File: config.mk
export PLATFORM = sky130hd
export DESIGN_NAME = lspv_front
export DESIGN_NICKNAME = d
export VERILOG_FILES = /design/src/lspv_pkg.sv /design/src/lspv_front.sv
export SDC_FILE = /design/constraint.sdc
export NUM_CORES = 1
export LEC_CHECK = 0
export BUFFER_PORTS_ARGS = -buffer_cell sky130_fd_sc_hd__buf_4
export CAP_MARGIN = 0
export CORE_UTILIZATION = 37
export DETAILED_ROUTE_END_ITERATION = 16
export PLACE_DENSITY = 0.75
export SLEW_MARGIN = 30
export SYNTH_ARGS = -nofsm -noshare
export SYNTH_HDL_FRONTEND = slang
export SYNTH_SLANG_ARGS = --single-unit
File: constraint.sdc
create_clock -name i_clk -period 6.15 [get_ports i_clk]
set_clock_uncertainty 0.15 [all_clocks]
set_input_delay 0.615 -clock i_clk [delete_from_list [all_inputs] [get_ports i_clk]]
set_output_delay 0.615 -clock i_clk [all_outputs]
set_load 0.01 [all_outputs]
File: src/lspv_pkg.sv
package lspv_pkg;

    // Fixed field widths
    localparam int SMP_W  = 16;
    localparam int MIX_W  = 24;
    localparam int STEP_W = 24;
    localparam int GAIN_W = 16;
    localparam int ADDR_W = 16;
    localparam int FRAC_W = 16;
    localparam int IDX_W  = 18;
    localparam int POS_W  = IDX_W + FRAC_W;
    localparam int CFG_IDX_W  = 3;
    localparam int CFG_DATA_W = 24;

    // Default sizes for the top level parameters
    localparam int SAMPLE_DEPTH_DEF = 65536;
    localparam int HOLD_SPAN_DEF    = 24;

    // Queue between front and back
    localparam int QUEUE_DEPTH = 4;
    localparam int QUEUE_AW    = $clog2(QUEUE_DEPTH);

    // Input op codes
    localparam logic [1:0] OP_WRITE = 2'd0;
    localparam logic [1:0] OP_START = 2'd1;
    localparam logic [1:0] OP_TICK  = 2'd2;

    // Configuration register indexes
    localparam logic [CFG_IDX_W-1:0] CFG_LOOP_START = 3'd0;
    localparam logic [CFG_IDX_W-1:0] CFG_LOOP_END   = 3'd1;
    localparam logic [CFG_IDX_W-1:0] CFG_LOOP_MODE  = 3'd2;
    localparam logic [CFG_IDX_W-1:0] CFG_STEP_RATE  = 3'd3;
    localparam logic [CFG_IDX_W-1:0] CFG_LEVEL      = 3'd4;
    localparam logic [CFG_IDX_W-1:0] CFG_HOLD_MODE  = 3'd5;
    localparam logic [CFG_IDX_W-1:0] CFG_BOOST_MODE = 3'd6;

    // Boost clip value, 0.125 in Q1.15
    localparam logic signed [SMP_W-1:0] BOOST_CLIP = 16'sd4096;

    typedef enum logic [1:0] {
        LOOP_STOP     = 2'd0,
        LOOP_FORWARD  = 2'd1,
        LOOP_BACKWARD = 2'd2,
        LOOP_BOUNCE   = 2'd3
    } t_loop_mode;

    typedef enum logic [1:0] {
        KIND_WRITE = 2'd0,
        KIND_START = 2'd1,
        KIND_TICK  = 2'd2
    } t_kind;

    typedef enum logic [3:0] {
        BS_IDLE,
        BS_EXEC,
        BS_HOLD,
        BS_WRAPQ,
        BS_WRAPR,
        BS_READ,
        BS_DATA,
        BS_GAIN,
        BS_MIX,
        BS_DONE
    } t_bstate;

    typedef struct packed {
        logic [15:0]       loop_start;
        logic [15:0]       loop_end;
        t_loop_mode        loop_mode;
        logic [STEP_W-1:0] step_rate;
        logic [GAIN_W-1:0] level;
        logic              hold_mode;
        logic              boost_mode;
    } t_cfg;

    typedef struct packed {
        t_kind                    kind;
        logic [ADDR_W-1:0]        address;
        logic signed [SMP_W-1:0]  sample_left;
        logic signed [SMP_W-1:0]  sample_right;
        logic [GAIN_W-1:0]        envelope_gain;
        logic                     envelope_active;
        logic signed [MIX_W-1:0]  mix_left;
        logic signed [MIX_W-1:0]  mix_right;
    } t_item;

endpackage

File: src/lspv_front.sv
module lspv_front import lspv_pkg::*; #(
    parameter int SAMPLE_DEPTH = SAMPLE_DEPTH_DEF
) (
    input  logic                    i_clk,
    input  logic                    i_rst_n,
    input  logic                    i_valid,
    output logic                    o_stall,
    input  logic [1:0]              i_op,
    input  logic [ADDR_W-1:0]       i_address,
    input  logic signed [SMP_W-1:0] i_sample_left,
    input  logic signed [SMP_W-1:0] i_sample_right,
    input  logic [GAIN_W-1:0]       i_envelope_gain,
    input  logic                    i_envelope_active,
    input  logic signed [MIX_W-1:0] i_mix_left,
    input  logic signed [MIX_W-1:0] i_mix_right,
    input  logic                    i_q_full,
    output logic                    o_push,
    output t_item                   o_item
);

    logic  r_valid;
    logic  n_valid;
    t_item r_item;
    t_item cls_item;
    logic  keep;
    logic  accept;
    logic  addr_ok;

    // Classify the op and drop what has no effect
    assign addr_ok = (32'(i_address) < 32'(SAMPLE_DEPTH));

    always_comb begin
        cls_item.address         = i_address;
        cls_item.sample_left     = i_sample_left;
        cls_item.sample_right    = i_sample_right;
        cls_item.envelope_gain   = i_envelope_gain;
        cls_item.envelope_active = i_envelope_active;
        cls_item.mix_left        = i_mix_left;
        cls_item.mix_right       = i_mix_right;
        cls_item.kind            = KIND_TICK;
        keep                     = 1'b0;
        case (i_op)
            OP_WRITE: begin
                cls_item.kind = KIND_WRITE;
                keep          = addr_ok;
            end
            OP_START: begin
                cls_item.kind = KIND_START;
                keep          = 1'b1;
            end
            OP_TICK: begin
                cls_item.kind = KIND_TICK;
                keep          = 1'b1;
            end
            default: keep = 1'b0;
        endcase
    end

    // Hold one item until the queue takes it
    assign o_stall = r_valid & i_q_full;
    assign accept  = i_valid & ~o_stall;
    assign o_push  = r_valid & ~i_q_full;
    assign o_item  = r_item;
    assign n_valid = (accept & keep) | (r_valid & ~o_push);

    always_ff @(posedge i_clk) begin
        if (!i_rst_n) begin
            r_valid <= 1'b0;
        end else begin
            r_valid <= n_valid;
        end
    end

    always_ff @(posedge i_clk) begin
        if (accept) begin
            r_item <= cls_item;
        end
    end

endmodule

== After elaboration in Yosys (flattened, before gate mapping) ==
Index checks and enable logic that the tools add are counted.
Cells by class
  divide/modulo/power cells: 0
  bitwise gates (word level): 9
  add/sub/neg operators: 0
  reduce and logical (&&, ||, !) cells: 2
  muxes and demuxes: 2
  $mul: 0
  equality and inequality tests: 2
  shift-type cells: 0
  $lt $le $gt $ge: 0
Operators by type and width (count)
  bitwise AND 1 bit: 5
  case mux 2 bit (2 select lines): 1
  NOT 1 bit: 3
  OR reduction 3 bit: 1
  == test 2 x 1 -> 1 bit (second input constant): 1
  == test 2 bit (second input constant): 1
  zero test 2 bit: 1
  two-way mux 1 bit: 1
  OR 1 bit: 1
Storage, ports and cells
  register bits: 116
  bits in read-only memories: 0
  logic and storage cells: 24
  output and inout bits: 117
  RAM bits: 0
  input bits: 119
  latch bits: 0
  memories kept: 0

== Depth between registers and ports, before layout ==
  depth in word-level cells: 5
  gate-level depth with buffers: 2
  depth with buffers taken out: 2

== Worst setup path before layout ==
Ideal clock, no wire load.
  path kind: input port to flip-flop
  start: input i_q_full
  end: register r_item, in the netlist o_item[0], enable pin
  stages: 2
  arrival time: 5.845 ns
  setup slack: -0.449 ns
  data required time: 5.397 ns
  path through: and2_4 -> nor2b_1
Between the ends
  word-level cells in the longest chain between the ends: 3
Ends and longest elaborated chain
  from (decl): RTL line lspv_front.sv:16  | input logic i_q_full,
  bitwise AND 1 bit: RTL line lspv_front.sv:60  | assign o_stall = r_valid & i_q_full;
  NOT 1 bit: RTL line lspv_front.sv:61  | assign accept = i_valid & ~o_stall;
  bitwise AND 1 bit: RTL line lspv_front.sv:61
  net accept: RTL line lspv_front.sv:26  | logic accept;
  to (signal assigned): RTL line lspv_front.sv:76  | r_item <= cls_item;
  to (decl): RTL line lspv_front.sv:23  | t_item r_item;
The timed path passes the listed nets, and every way through them passes these cells.
A chain may end at the register's enable or synchronous reset.

== Worst setup path in the final report ==
  start: register r_valid
  end: register r_item, in the netlist o_item[27], enable pin
Between the ends
  word-level cells in the longest chain between the ends: 3
Ends and longest elaborated chain
  from (decl): RTL line lspv_front.sv:21  | logic r_valid;
  from (signal assigned): RTL line lspv_front.sv:70  | r_valid <= n_valid;
  bitwise AND 1 bit: RTL line lspv_front.sv:60
  NOT 1 bit: RTL line lspv_front.sv:61
  bitwise AND 1 bit: RTL line lspv_front.sv:61
  net accept: RTL line lspv_front.sv:26
The timed path passes the listed nets, and every way through them passes these cells.

==> results.md <==
* WP data required at 6.12 ns
* Via/cell ratio at 4.19
* Startpoint Class: flip-flop
* Num CTS Buffers at 17
* Routed Antenna Nets at 0
* Final nets at 497
* Gr ovfl total at 0
* Achievable Freq at 416 MHz
* Pwr Density at 338 nW/um2
* Number of global-route vias before repair at 2334
* Number of setup buffers added after CTS at 0
* Sequential-to-total area share from yosys stat at 98.7%
* Status: completed
* Seq cells post-synth at 116
* TNS Setup at 0 ns
* Crit path kind: reg2reg
* Crit end category: flip-flop
* Resized cells post-CTS at 0
* IO Pins at 236
* Total wire length at 8.03 mm
* Critical Path Fanout Max at 61
* Setup ws final at 3.75 ns
* Dpl ws at 3.32 ns
* Drc violations at 0
* Setup crit start: r_valid
* Synth Warn # at 0
* Most used cell, CP: buf_4
* Syn nets at 242
* Tmin final at 2.40 ns
* Clk buf depth at 2
* Tcrit/Tclk final at 39.1%
* Synth area leader: edfxtp_1
* Die Span Y at 99.5 um
* Synthesized area at 3520 um2
* DRT Pass-1 Iters at 4
* Clock root buffer master: clkbuf_8
* Capture point of the worst path: o_item[27]
* Final hold violation count at 0
* Area delta synth->final at 71.5%
* Area contributors post-synth: edfxtp_1 98%, dfxtp_1 0.57%, nor2b_1 0.53%, and2_4 0.25%, a21boi_1 0.21%
* Top FF cell, synth: edfxtp_1
* First-pass GRT wire length at 11.5 mm
* Crit-path max cell delay at 0.71 ns
* DR WL/cell at 15.4 um
* Initial antenna violation count at 0
* Core area at 9240 um2
* Worst vdd ir at 0.235 mV
* Crit Reg-Reg Endpoint: o_item[27]
* Hold buffer count at cts at 0
* FF-to-FF setup slack at 3.75 ns
* Data arrival, critical path at 2.37 ns
* Netlist cell types at 7
* Initial Util at 38.1%
* Via count at 2180
* RSZ-0062 raised after global routing: false
* DP HPWL at 5.97 mm
* # setup viols final at 0
* WHS at 0.139 ns
* Top delay family on crit path: buffers and inverters
* Synthesized area per cell at 28.6 um2
* Worst-Skew Late Latency at 0.49 ns
* Share of cells above drive strength 1 at 69.1%
* Input/output buffers at 235
* Hold crit path type: in2reg
* Die Span X at 99.5 um
* Initial detailed-routing violation count at 87
* Die ar. at 9910 um2
* Diode count at 0
* Stages on worst setup path at 4
* Largest net degree at the start of global routing at 62
* CP Cell Sequence: and2_4, nor2b_4, buf_4, buf_4
* FP Rows at 35
* Crit-path slowest cell: buf_4
* CP bufs+invs at 2
* Commonest cells post-synth: 115 x edfxtp_1, 3 x nor2b_1
* Reg clk slew, reported paths at 0.06 ns
* Max-cap violations at 0
* Global-route usage over all layers at 16.4%
* Reg2reg start: r_valid
* Sink Count at 116
* Most numerous cell in the Yosys netlist: edfxtp_1
* Worst-Margin Slew at 0.728 ns
* Synth async-reset ratio at 0%
* H-tree levels at 4
* Final GP Congestion at 0.741
* CTS tree: yes
* Max Slew Vio Count at 0
* Finished Core Util at 65.3%
* FF-to-FF path depth at 4
* Post-synth top area share at 98.1%
* Post-synth EDFFs at 115
* Slew headroom at 51.5%
* P_leak at 2.56 nW
* Syn Inst Count at 123
[logic make-up (layout without fill, tap and decap cells)]
logic type | Yosys count | in the layout | synth area share [%]
AND/OR/NAND/NOR | 4 | 4 | 0.782
flip-flops | 116 | 116 | 98.7
AO/OA/AOI/OAI | 2 | 2 | 0.427
buffers and inverters | 1 | 269 | 0.107
[placed cells by master, fill, tap and decap left out]
cell | Yosys | final
and2_4 | 1 | 1
o21a_1 | 1 | 1
edfxtp_1 | 115 | 115
clkinv_4 | 0 | 2
clkbuf_1 | 1 | 1
clkbuf_16 | 0 | 16
buf_4 | 0 | 237
a21boi_1 | 1 | 1
nor2b_1 | 3 | 2
clkinvlp_4 | 0 | 4
dfxtp_1 | 1 | 1
clkinv_2 | 0 | 2
clkbuf_8 | 0 | 1
nor2b_4 | 0 | 1
inv_6 | 0 | 4
bufinv_16 | 0 | 2
[state kept, by name (all words and copies together) (netlist names)]
signal,flops
r_valid,1
o_item,115
[final cells by class]
cell class | instances | area (um2)
Clock inverter | 14 | 153
Tap cell | 129 | 161
Fill cell | 628 | 3210
Timing Repair Buffer | 237 | 1780
Sequential cell | 116 | 3470
Clock buffer | 18 | 418
Multi-Input combinational cell | 6 | 50.0
[routing by layer]
layer	track usage [%]	part of all wire, %	routed length (um)
met1	15.5	34	2740
met2	27.4	52	4210
met3	9.35	11	862
met4	10.2	2.7	219
met5	0	0	0
[worst min-delay path by stage]
| stage | cells past startpoint | slack, ns | startpoint | endpoint |
|---|---|---|---|---|
| after global placement | 2 | 0.46 | r_valid | r_valid |
| final | 1 | 0.14 | i_mix_right[19] | o_item[19] |
| after CTS | 1 | 0.11 | i_mix_left[15] | o_item[39] |
| after floorplan | 2 | 0.45 | r_valid | r_valid |
| after detailed placement | 2 | 0.47 | r_valid | r_valid |
| after global routing | 1 | 0.10 | i_mix_left[15] | o_item[39] |
[report_power, final]
part / internal (mW) / leakage (nW) / switching (mW)
clock network: 0.580 / 0.269 / 0.348
registers: 0.927 / 1.12 / 0.0126
logic: 0.101 / 1.16 / 0.0715
total: 1.61 / 2.56 / 0.432
[stage by stage]
step	instance area (um2)	instances	total power [mW]
floorplan	3520	123	1.00
global placement	5460	488	1.13
detailed placement	5460	488	1.13
CTS	6030	520	2.07
global route	6030	520	2.11
finish	6030	520	2.04
(Power assumes the default switching activity.)
