$ cat config.mk
export PLATFORM = sky130hd
export DESIGN_NAME = lspv_queue
export DESIGN_NICKNAME = d
export VERILOG_FILES = /design/src/lspv_pkg.sv /design/src/lspv_queue.sv
export SDC_FILE = /design/constraint.sdc
export NUM_CORES = 1
export LEC_CHECK = 0
export ABC_AREA = 1
export ABC_CLOCK_PERIOD_IN_PS = 8800
export BUFFER_PORTS_ARGS = -buffer_cell sky130_fd_sc_hd__buf_2
export CELL_PAD_IN_SITES_DETAIL_PLACEMENT = 0
export CELL_PAD_IN_SITES_GLOBAL_PLACEMENT = 1
export CORE_MARGIN = 2
export CORE_UTILIZATION = 40
export CTS_BUF_LIST = sky130_fd_sc_hd__clkbuf_2 sky130_fd_sc_hd__clkbuf_4 sky130_fd_sc_hd__clkbuf_8
export CTS_CLUSTER_DIAMETER = 60
export DETAILED_ROUTE_END_ITERATION = 7
export PLACE_DENSITY_LB_ADDON = 0.12
export SETUP_SLACK_MARGIN = 0.02
export SYNTH_ARGS = -nofsm -noshare
export SYNTH_HDL_FRONTEND = slang
export SYNTH_SLANG_ARGS = --single-unit
$ cat constraint.sdc
create_clock -name i_clk -period 8.8 [get_ports i_clk]
set_input_delay 0.44 -clock i_clk [delete_from_list [all_inputs] [get_ports i_clk]]
set_output_delay 0.44 -clock i_clk [all_outputs]
set_load 0.02 [all_outputs]
$ cat src/lspv_pkg.sv
package lspv_pkg;

    // Fixed field widths
    localparam int SMP_W  = 16;
    localparam int MIX_W  = 24;
    localparam int STEP_W = 24;
    localparam int GAIN_W = 16;
    localparam int ADDR_W = 16;
    localparam int FRAC_W = 16;
    localparam int IDX_W  = 18;
    localparam int POS_W  = IDX_W + FRAC_W;
    localparam int CFG_IDX_W  = 3;
    localparam int CFG_DATA_W = 24;

    // Default sizes for the top level parameters
    localparam int SAMPLE_DEPTH_DEF = 65536;
    localparam int HOLD_SPAN_DEF    = 24;

    // Queue between front and back
    localparam int QUEUE_DEPTH = 4;
    localparam int QUEUE_AW    = $clog2(QUEUE_DEPTH);

    // Input op codes
    localparam logic [1:0] OP_WRITE = 2'd0;
    localparam logic [1:0] OP_START = 2'd1;
    localparam logic [1:0] OP_TICK  = 2'd2;

    // Configuration register indexes
    localparam logic [CFG_IDX_W-1:0] CFG_LOOP_START = 3'd0;
    localparam logic [CFG_IDX_W-1:0] CFG_LOOP_END   = 3'd1;
    localparam logic [CFG_IDX_W-1:0] CFG_LOOP_MODE  = 3'd2;
    localparam logic [CFG_IDX_W-1:0] CFG_STEP_RATE  = 3'd3;
    localparam logic [CFG_IDX_W-1:0] CFG_LEVEL      = 3'd4;
    localparam logic [CFG_IDX_W-1:0] CFG_HOLD_MODE  = 3'd5;
    localparam logic [CFG_IDX_W-1:0] CFG_BOOST_MODE = 3'd6;

    // Boost clip value, 0.125 in Q1.15
    localparam logic signed [SMP_W-1:0] BOOST_CLIP = 16'sd4096;

    typedef enum logic [1:0] {
        LOOP_STOP     = 2'd0,
        LOOP_FORWARD  = 2'd1,
        LOOP_BACKWARD = 2'd2,
        LOOP_BOUNCE   = 2'd3
    } t_loop_mode;

    typedef enum logic [1:0] {
        KIND_WRITE = 2'd0,
        KIND_START = 2'd1,
        KIND_TICK  = 2'd2
    } t_kind;

    typedef enum logic [3:0] {
        BS_IDLE,
        BS_EXEC,
        BS_HOLD,
        BS_WRAPQ,
        BS_WRAPR,
        BS_READ,
        BS_DATA,
        BS_GAIN,
        BS_MIX,
        BS_DONE
    } t_bstate;

    typedef struct packed {
        logic [15:0]       loop_start;
        logic [15:0]       loop_end;
        t_loop_mode        loop_mode;
        logic [STEP_W-1:0] step_rate;
        logic [GAIN_W-1:0] level;
        logic              hold_mode;
        logic              boost_mode;
    } t_cfg;

    typedef struct packed {
        t_kind                    kind;
        logic [ADDR_W-1:0]        address;
        logic signed [SMP_W-1:0]  sample_left;
        logic signed [SMP_W-1:0]  sample_right;
        logic [GAIN_W-1:0]        envelope_gain;
        logic                     envelope_active;
        logic signed [MIX_W-1:0]  mix_left;
        logic signed [MIX_W-1:0]  mix_right;
    } t_item;

endpackage

$ cat src/lspv_queue.sv
module lspv_queue import lspv_pkg::*; (
    input  logic  i_clk,
    input  logic  i_rst_n,
    input  logic  i_push,
    input  t_item i_item,
    output logic  o_full,
    output logic  o_valid,
    output t_item o_item,
    input  logic  i_pop
);

    t_item               r_slot [QUEUE_DEPTH];
    logic [QUEUE_AW-1:0] r_wr;
    logic [QUEUE_AW-1:0] r_rd;
    logic [QUEUE_AW:0]   r_count;

    assign o_full  = (r_count == (QUEUE_AW+1)'(QUEUE_DEPTH));
    assign o_valid = (r_count != '0);
    assign o_item  = r_slot[r_rd];

    // Advance pointers and count
    always_ff @(posedge i_clk) begin
        if (!i_rst_n) begin
            r_wr    <= '0;
            r_rd    <= '0;
            r_count <= '0;
        end else begin
            if (i_push) begin
                r_wr <= QUEUE_AW'(r_wr + 1'b1);
            end
            if (i_pop) begin
                r_rd <= QUEUE_AW'(r_rd + 1'b1);
            end
            case ({i_push, i_pop})
                2'b10:   r_count <= r_count + 1'b1;
                2'b01:   r_count <= r_count - 1'b1;
                default: r_count <= r_count;
            endcase
        end
    end

    always_ff @(posedge i_clk) begin
        if (i_push) begin
            r_slot[r_wr] <= i_item;
        end
    end

`ifndef SYNTHESIS
    a_no_overflow: assert property (@(posedge i_clk) disable iff (!i_rst_n)
        !(i_push && o_full && !i_pop))
        else $error("queue push while full");
    a_no_underflow: assert property (@(posedge i_clk) disable iff (!i_rst_n)
        i_pop |-> o_valid)
        else $error("queue pop while empty");
`endif

endmodule

* Yosys cells after proc, flatten, opt, wreduce, memory -nomap -nowiden
Memory sizes are Yosys's and may differ from the RTL's. A register that Yosys moved wholly into a read port is not among the register bits.
Index checks and enable logic that the tools add are counted.
Widths: inputs -> output; s select.
** Operators by class
- Equality and inequality tests :: 3
- Reduce and logical (&&, ||, !) cells :: 2
- Mux-type cells :: 5
- $add $sub $neg :: 4
** Operators by type and width (count)
- $pmux 3 s2 :: 1
- $add 2x1->2 const B :: 2
- $mux 2 :: 2
- $add 3x1->3 const B :: 1
- $eq 3x3->1 const B :: 1
- $reduce_bool 3->1 :: 1
- $sub 3x1->3 const B :: 1
- $eq 2x1->1 const B :: 1
- $eq 2x2->1 const B :: 1
- $mux 1 :: 2
- $reduce_bool 2->1 :: 1
** Storage, ports and cells
- Bits in registers :: 7
- Bits of input ports :: 119
- Word-level logic and storage cells :: 18
- Output and inout bits :: 117
- Memories kept :: 1
- Memory bits (writable) :: 460
** Memory list
- r_slot :: words 4, width 115, rd ports 1, clocked after Yosys merged registers in 1, wr ports 1, line lspv_queue.sv:12 : t_item r_slot [QUEUE_DEPTH];

* Logic depth before layout (Yosys ltp)
Gate-level depths: netlist (run 1).
- Depth after elaboration :: 3
- Mapped depth :: 8
- Gate-level depth less buffers :: 8

* Worst setup path after synthesis (run 1)
No wires, ideal clock.
- Kind :: flip-flop to flip-flop
- Start point :: register r_wr[0]
- End point :: memory r_slot[2][0] (netlist bit) (enable)
- Clock period less this slack :: 3.274 ns
- Data arrival time :: 2.806 ns
- Data required time :: 8.332 ns
- Slack :: 5.526 ns
- Buffers on the path :: 0
- Stages on the path, launching flop included :: 5
- Library setup time :: 0.468 ns
- Cell sequence :: dfxtp_1 -> inv_1 -> ha_1 -> nand2_1 -> inv_1
** RTL lines
- start: declaration :: line lspv_queue.sv:13 : logic [QUEUE_AW-1:0] r_wr;
- start signal: assignment :: line lspv_queue.sv:29 : r_wr <= QUEUE_AW'(r_wr + 1'b1);
- end: declaration :: line lspv_queue.sv:12
No word-level cell before the write port.

==> results_dict.tcl, run 1 <==
set metrics [dict create \
    ys_seq_elements 469 \
    tns_ps 0 \
    die_w_um 213.0 \
    crit_path_start_kind "flip-flop" \
    critPathCaptureType "primary output" \
    power.density_mw_per_mm2 231.7 \
    crit_path_frequent_cell "buf_4" \
    synth_area_mm2 0.01747 \
    row_count 76 \
    ir_drop_mv 0.1428 \
    viasPerCell 4.917 \
    slew_viol_final 0 \
    grt_max_degree 100 \
    synth_cell_type_count 20 \
    cts_made_buffers 81 \
    hold_viol 0 \
    area_growth_pct 24.06 \
    worst_path_largest_cell_delay_ps 720 \
    core_mm2 0.04308 \
    yosysTopAreaCell "edfxtp_1" \
    drive_gt1_frac 0.2412 \
    numClockSinks 469 \
    htree_levels 3 \
    grt_pass1_wl_mm 60.64 \
    vias 10730 \
    cts_setup_buffers 0 \
    worst-endpoint-arrival_ps 3900 \
    mostFrequentLayoutCells "edfxtp_1 (460), nor2_1 (239), buf_2 (235)" \
    wl_per_cell_um 18.56 \
    clockBufferDepth 3 \
    worst_slew_pin_slew_ps 1032 \
    synth_fp_nets 1295 \
    async_flop_share 0 \
    clk_pin_slew_worst_paths_ps 60 \
    critical_path_required_ps 8360 \
    stdcell_area_mm2 0.02168 \
    antenna_found_initial 2 \
    die_h_um 213.0 \
    path_cells "inv_6 > buf_4 > buf_4 > nor2_1 > o22ai_1 > buf_2" \
    synth-edff-count 460 \
    grt_usage 0.1777 \
    crit_type "flip-flop to primary output" \
    dpl.hpwl_mm 21.55 \
    seqCellArea_mm2 0.01400 \
    status "finished, final reports clean" \
    ys_seq_area_frac 0.8009 \
    initial_core_util 0.4056 \
    io_pins 236 \
    crit_fanout 99 \
    multiInputGateArea_mm2 0.002949 \
    synth_area_per_cell_um2 14.93 \
    critPathSlowestCell "buf_4" \
    skew_ps 19.53 \
    die_area_mm2 0.04537 \
    firstDrtPassIters 4 \
    relSlewSlack 0.3122 \
    grt_pass1_vias 10540 \
    synthFlopType "edfxtp_1" \
    synth_top_area_frac 0.7906 \
    fillers 3774 \
    insertion_delay_ps 630 \
    final_common_cell "edfxtp_1" \
    nNetsFinal 1657 \
    fin_crit_sh 0.4927 \
    ant_nets 0 \
    synthCells 1170 \
    drc 0 \
    cts_root_buffer "clkbuf_8" \
    routed_wl_mm 40.52 \
    leakage_nw 7.628 \
    grt-ovfl-total 0 \
    placed_cell_area_mm2 0.01903 \
    drv_cap 0 \
    yosys_warnings 0 \
    holdCritPathClass "input pin to flip-flop" \
    setup_viol 0 \
    rsz0062_at_grt "false" \
    fmax_mhz 230.6 \
    port_buffers 235 \
    post-route-min-period_ps 4336 \
    cts_tree "done" \
    gp_congestion 0.6791 \
    drt-initial-drc-count 580 \
    synth_top_cells_by_area "edfxtp_1 (79%), nor2_1 (5.1%), o22ai_1 (4.1%)" \
]
what timing repair did:
item / CTS / global route
gates resized for setup: 0 / 0
hold buffers: 105 / 0
setup endpoints to repair: 0 / 0
hold endpoints to repair: 412 / 0
report_power, final:
part           switching, W  internal (W)
sequential        0.0000300       0.00256
clock              0.000841       0.00107
combinational      0.000355      0.000167
total               0.00123       0.00380
worst max-delay path: cells and delay by family (launching register included):
kind	cells	cell delay [ps]
AO/OA/AOI/OAI	1	250
flip-flops	1	550
AND/OR/NAND/NOR	1	90
buffers and inverters	4	2260
per-layer routing:
layer	GRT usage	wire length [um]
met1	0.2205	17210
met3	0.05898	2903
met2	0.2926	19650
met4	0.06004	759
met5	0	0
worst paths after layout:
path / end / from / slack (ps) / cells past startpoint
worst min register to register: flip-flop / r_rd[1] / 460 / 1
worst max-delay path: o_item[39] / flip-flop / 4460 / 6
worst min-delay path: r_slot[2][101] / i_item[101] / 50 / 1
worst max register to register: r_slot[2][40] / r_wr[0] / 5990 / 6
state kept, by name, summed over array words and instances, names as in the netlist, named ones only:
| name | count |
|---|---|
| r_wr | 2 |
| r_rd | 2 |
| r_slot | 460 |
| r_count | 3 |
per-stage QoR:
step	hold WS, ps	utilization	power (W)	worst slack, ps	std cells
after floorplan	411.5	-	0.002934	5526	1170
after global placement	443.2	0.4418	0.003120	5102	1929
after detailed placement	432.3	0.4418	0.003124	5052	1929
after CTS	0.01427	0.5031	0.005099	4362	2181
after global routing	7.917	0.5032	0.005248	4104	2183
final	45.25	0.5032	0.005023	4464	2183
cell type report:
class                   count  share of cell area
flip-flops and latches    469              0.6459
multi-input cells         612              0.1361
repair buffers            353              0.1073
clock buffers             115             0.06407
well taps                 585             0.03377
clock inverters            32            0.009293
inverters                  15            0.003406
diodes                      2           0.0002309
kinds of logic after synthesis:
family                     share of synthesized area
DFF                                           0.8009
and+or+nand+nor                              0.05414
adders and majority gates                   0.004726
buffers and inverters                        0.03029
AOI/OAI and AO/OA                             0.1099
Yosys cell counts, drive strengths merged (4+ instances only):
cell	n
edfxtp	460
clkbuf	29
inv	15
buf	45
nor2	239
o22ai	115
a21oi	4
o21ai	236
ha	5
dfxtp	9
nand2	10
(Power assumes the default switching activity.)
==> run 2, diff against run 1 <==
- ABC_CLOCK_PERIOD_IN_PS: 8800 -> 4300
- clock period: 8.8 -> 4.3 ns (I/O delays scaled with it)
==> results_dict.tcl, run 2 (synthesis results as in run 1) <==
set metrics [dict create \
    grt_max_degree 231 \
    cts_tree "done" \
    drc 0 \
    crit_path_start_kind "flip-flop" \
    rsz0062_at_grt "false" \
    largest_register_ffs 460 \
    worst_slew_pin_slew_ps 1065 \
    pwr-share-seq 0.517 \
    holdWs_ps 356.1 \
    cts_hold_buf 118 \
    worst-endpoint-arrival_ps 2860 \
    ant_nets 0 \
    pwr-share-comb 0.110 \
    fin_crit_sh 0.7142 \
    row_count 76 \
    p_clk_frac 0.373 \
    slew_viol_final 0 \
    routed_wl_mm 42.79 \
    antenna_found_initial 3 \
    largestRegisters "r_slot: 460 flops, r_count: 3 flops" \
    leakage_nw 7.668 \
    path_cells "buf_4 > o21ai_0 > o22ai_1 > buf_2" \
    gp_congestion 0.7250 \
    min_path_cells 2 \
    firstDrtPassIters 5 \
    ff2ff_setup_slack_ps 2070 \
    wl_per_cell_um 19.54 \
    drv_cap 0 \
    crit_fanout 64 \
    hold_viol 0 \
    setup_viol 0 \
    cts_setup_buffers 0 \
    r2r_end "r_slot[1][95]" \
    tns_ps 0 \
    swShare 0.2452 \
    post-route-min-period_ps 3071 \
    htree_levels 3 \
    dpl.hpwl_mm 23.03 \
    grt_pass1_vias 10760 \
    cts_resized 0 \
    power.density_mw_per_mm2 468.0 \
    clk_pin_slew_worst_paths_ps 60 \
    grt_usage 0.1883 \
    viasPerCell 4.947 \
    hold_start "i_item[14]" \
    ir_drop_mv 0.2431 \
    clockBufferDepth 3 \
    crit_type "flip-flop to primary output" \
    io_pins 236 \
    critPathSlowestCell "dfxtp_4" \
    port_buffers 235 \
    drt-initial-drc-count 546 \
    critical_path_required_ps 4090 \
    grt_pass1_wl_mm 63.46 \
    core_mm2 0.04308 \
    vias 10840 \
    mostFrequentLayoutCells "edfxtp_1 (460), nor2_1 (239), buf_2 (235)" \
    numClockSinks 469 \
    min_to "r_slot[1][14]" \
    die_area_mm2 0.04537 \
    power.switching_w 0.002502 \
    worst_path_largest_cell_delay_ps 770 \
    r2r_start "r_wr[1]" \
    die_w_um 213.0 \
    grt-ovfl-total 0 \
    cts_root_buffer "clkbuf_8" \
    holdCritPathClass "input pin to flip-flop" \
    critPathCaptureType "primary output" \
    drive_gt1_frac 0.2360 \
    area_growth_pct 24.82 \
    initial_core_util 0.4056 \
    final_common_cell "edfxtp_1" \
    insertion_delay_ps 620 \
    reg2reg_depth 5 \
    die_h_um 213.0 \
    skew_ps 15.69 \
    nNetsFinal 1669 \
    fmax_mhz 325.6 \
    cts_made_buffers 78 \
    largest_register "r_slot" \
    internal_power_w 0.007703 \
    status "finished, final reports clean" \
    relSlewSlack 0.2898 \
]
==> run 2: cell count changes in the layout (fill, tap and decap cells not counted), sizes merged <==
cell,delta
diode,+1
clkinv,-5
buf,+2
dlygate4sd3,+13
clkbuf,-4
==> run 2: metrics by stage <==
stage	instance area [um^2]	total power (W)	utilization	instances	setup slack [ps]
finish	21810	0.01021	0.5063	2190	1229
global route	21810	0.01063	0.5062	2189	981.3
CTS	21800	0.01035	0.5061	2187	1099
detailed placement	19110	0.006427	0.4436	1931	1797
global placement	19110	0.006421	0.4436	1931	1815
floorplan	17470	0.006004	-	1170	1026
==> run 2: area by class of cell <==
cell class | count | area, um^2
fillers | 3745 | 21270
flip-flops and latches | 469 | 14000
multi-input cells | 612 | 2949
repair buffers | 368 | 2532
clock buffers | 111 | 1340
well taps | 585 | 732.0
clock inverters | 27 | 172.7
inverters | 15 | 73.82
diodes | 3 | 7.507
==> run 2: power groups by stage <==
stage / Combinational (W) / Clock (W) / Sequential (W)
after detailed placement: 0.00105 / 0 / 0.00537
after floorplan: 0.000629 / 0 / 0.00537
after global routing: 0.00123 / 0.00411 / 0.00529
after global placement: 0.00105 / 0 / 0.00537
after CTS: 0.00114 / 0.00392 / 0.00528
final: 0.00112 / 0.00381 / 0.00528
==> run 2: worst max-delay path by stage <==
| stage | endpoint | slack, ps | cells after the start |
|---|---|---|---|
| after floorplan | r_slot[2][0] | 1030 | 4 |
| after global placement | o_item[50] | 1820 | 4 |
| after detailed placement | o_item[11] | 1800 | 4 |
| after CTS | o_item[11] | 1100 | 4 |
| after global routing | o_item[11] | 980 | 4 |
| final | o_item[11] | 1230 | 4 |
==> run 2: metal layers <==
layer / global-route usage / vias to the layer above / part of all wire
met5: 0 / - / 0
met4: 0.06463 / 0 / 0.020
met3: 0.04545 / 59 / 0.059
met2: 0.2941 / 278 / 0.47
met1: 0.2591 / 5300 / 0.46
li1: - / 5198 / -
==> run 2: critical path: cells and delay by family (launching register included) <==
kind	cells	cell delay (ps)
flip-flops	1	770
buffers and inverters	2	920
AO/OA/AOI/OAI	2	490
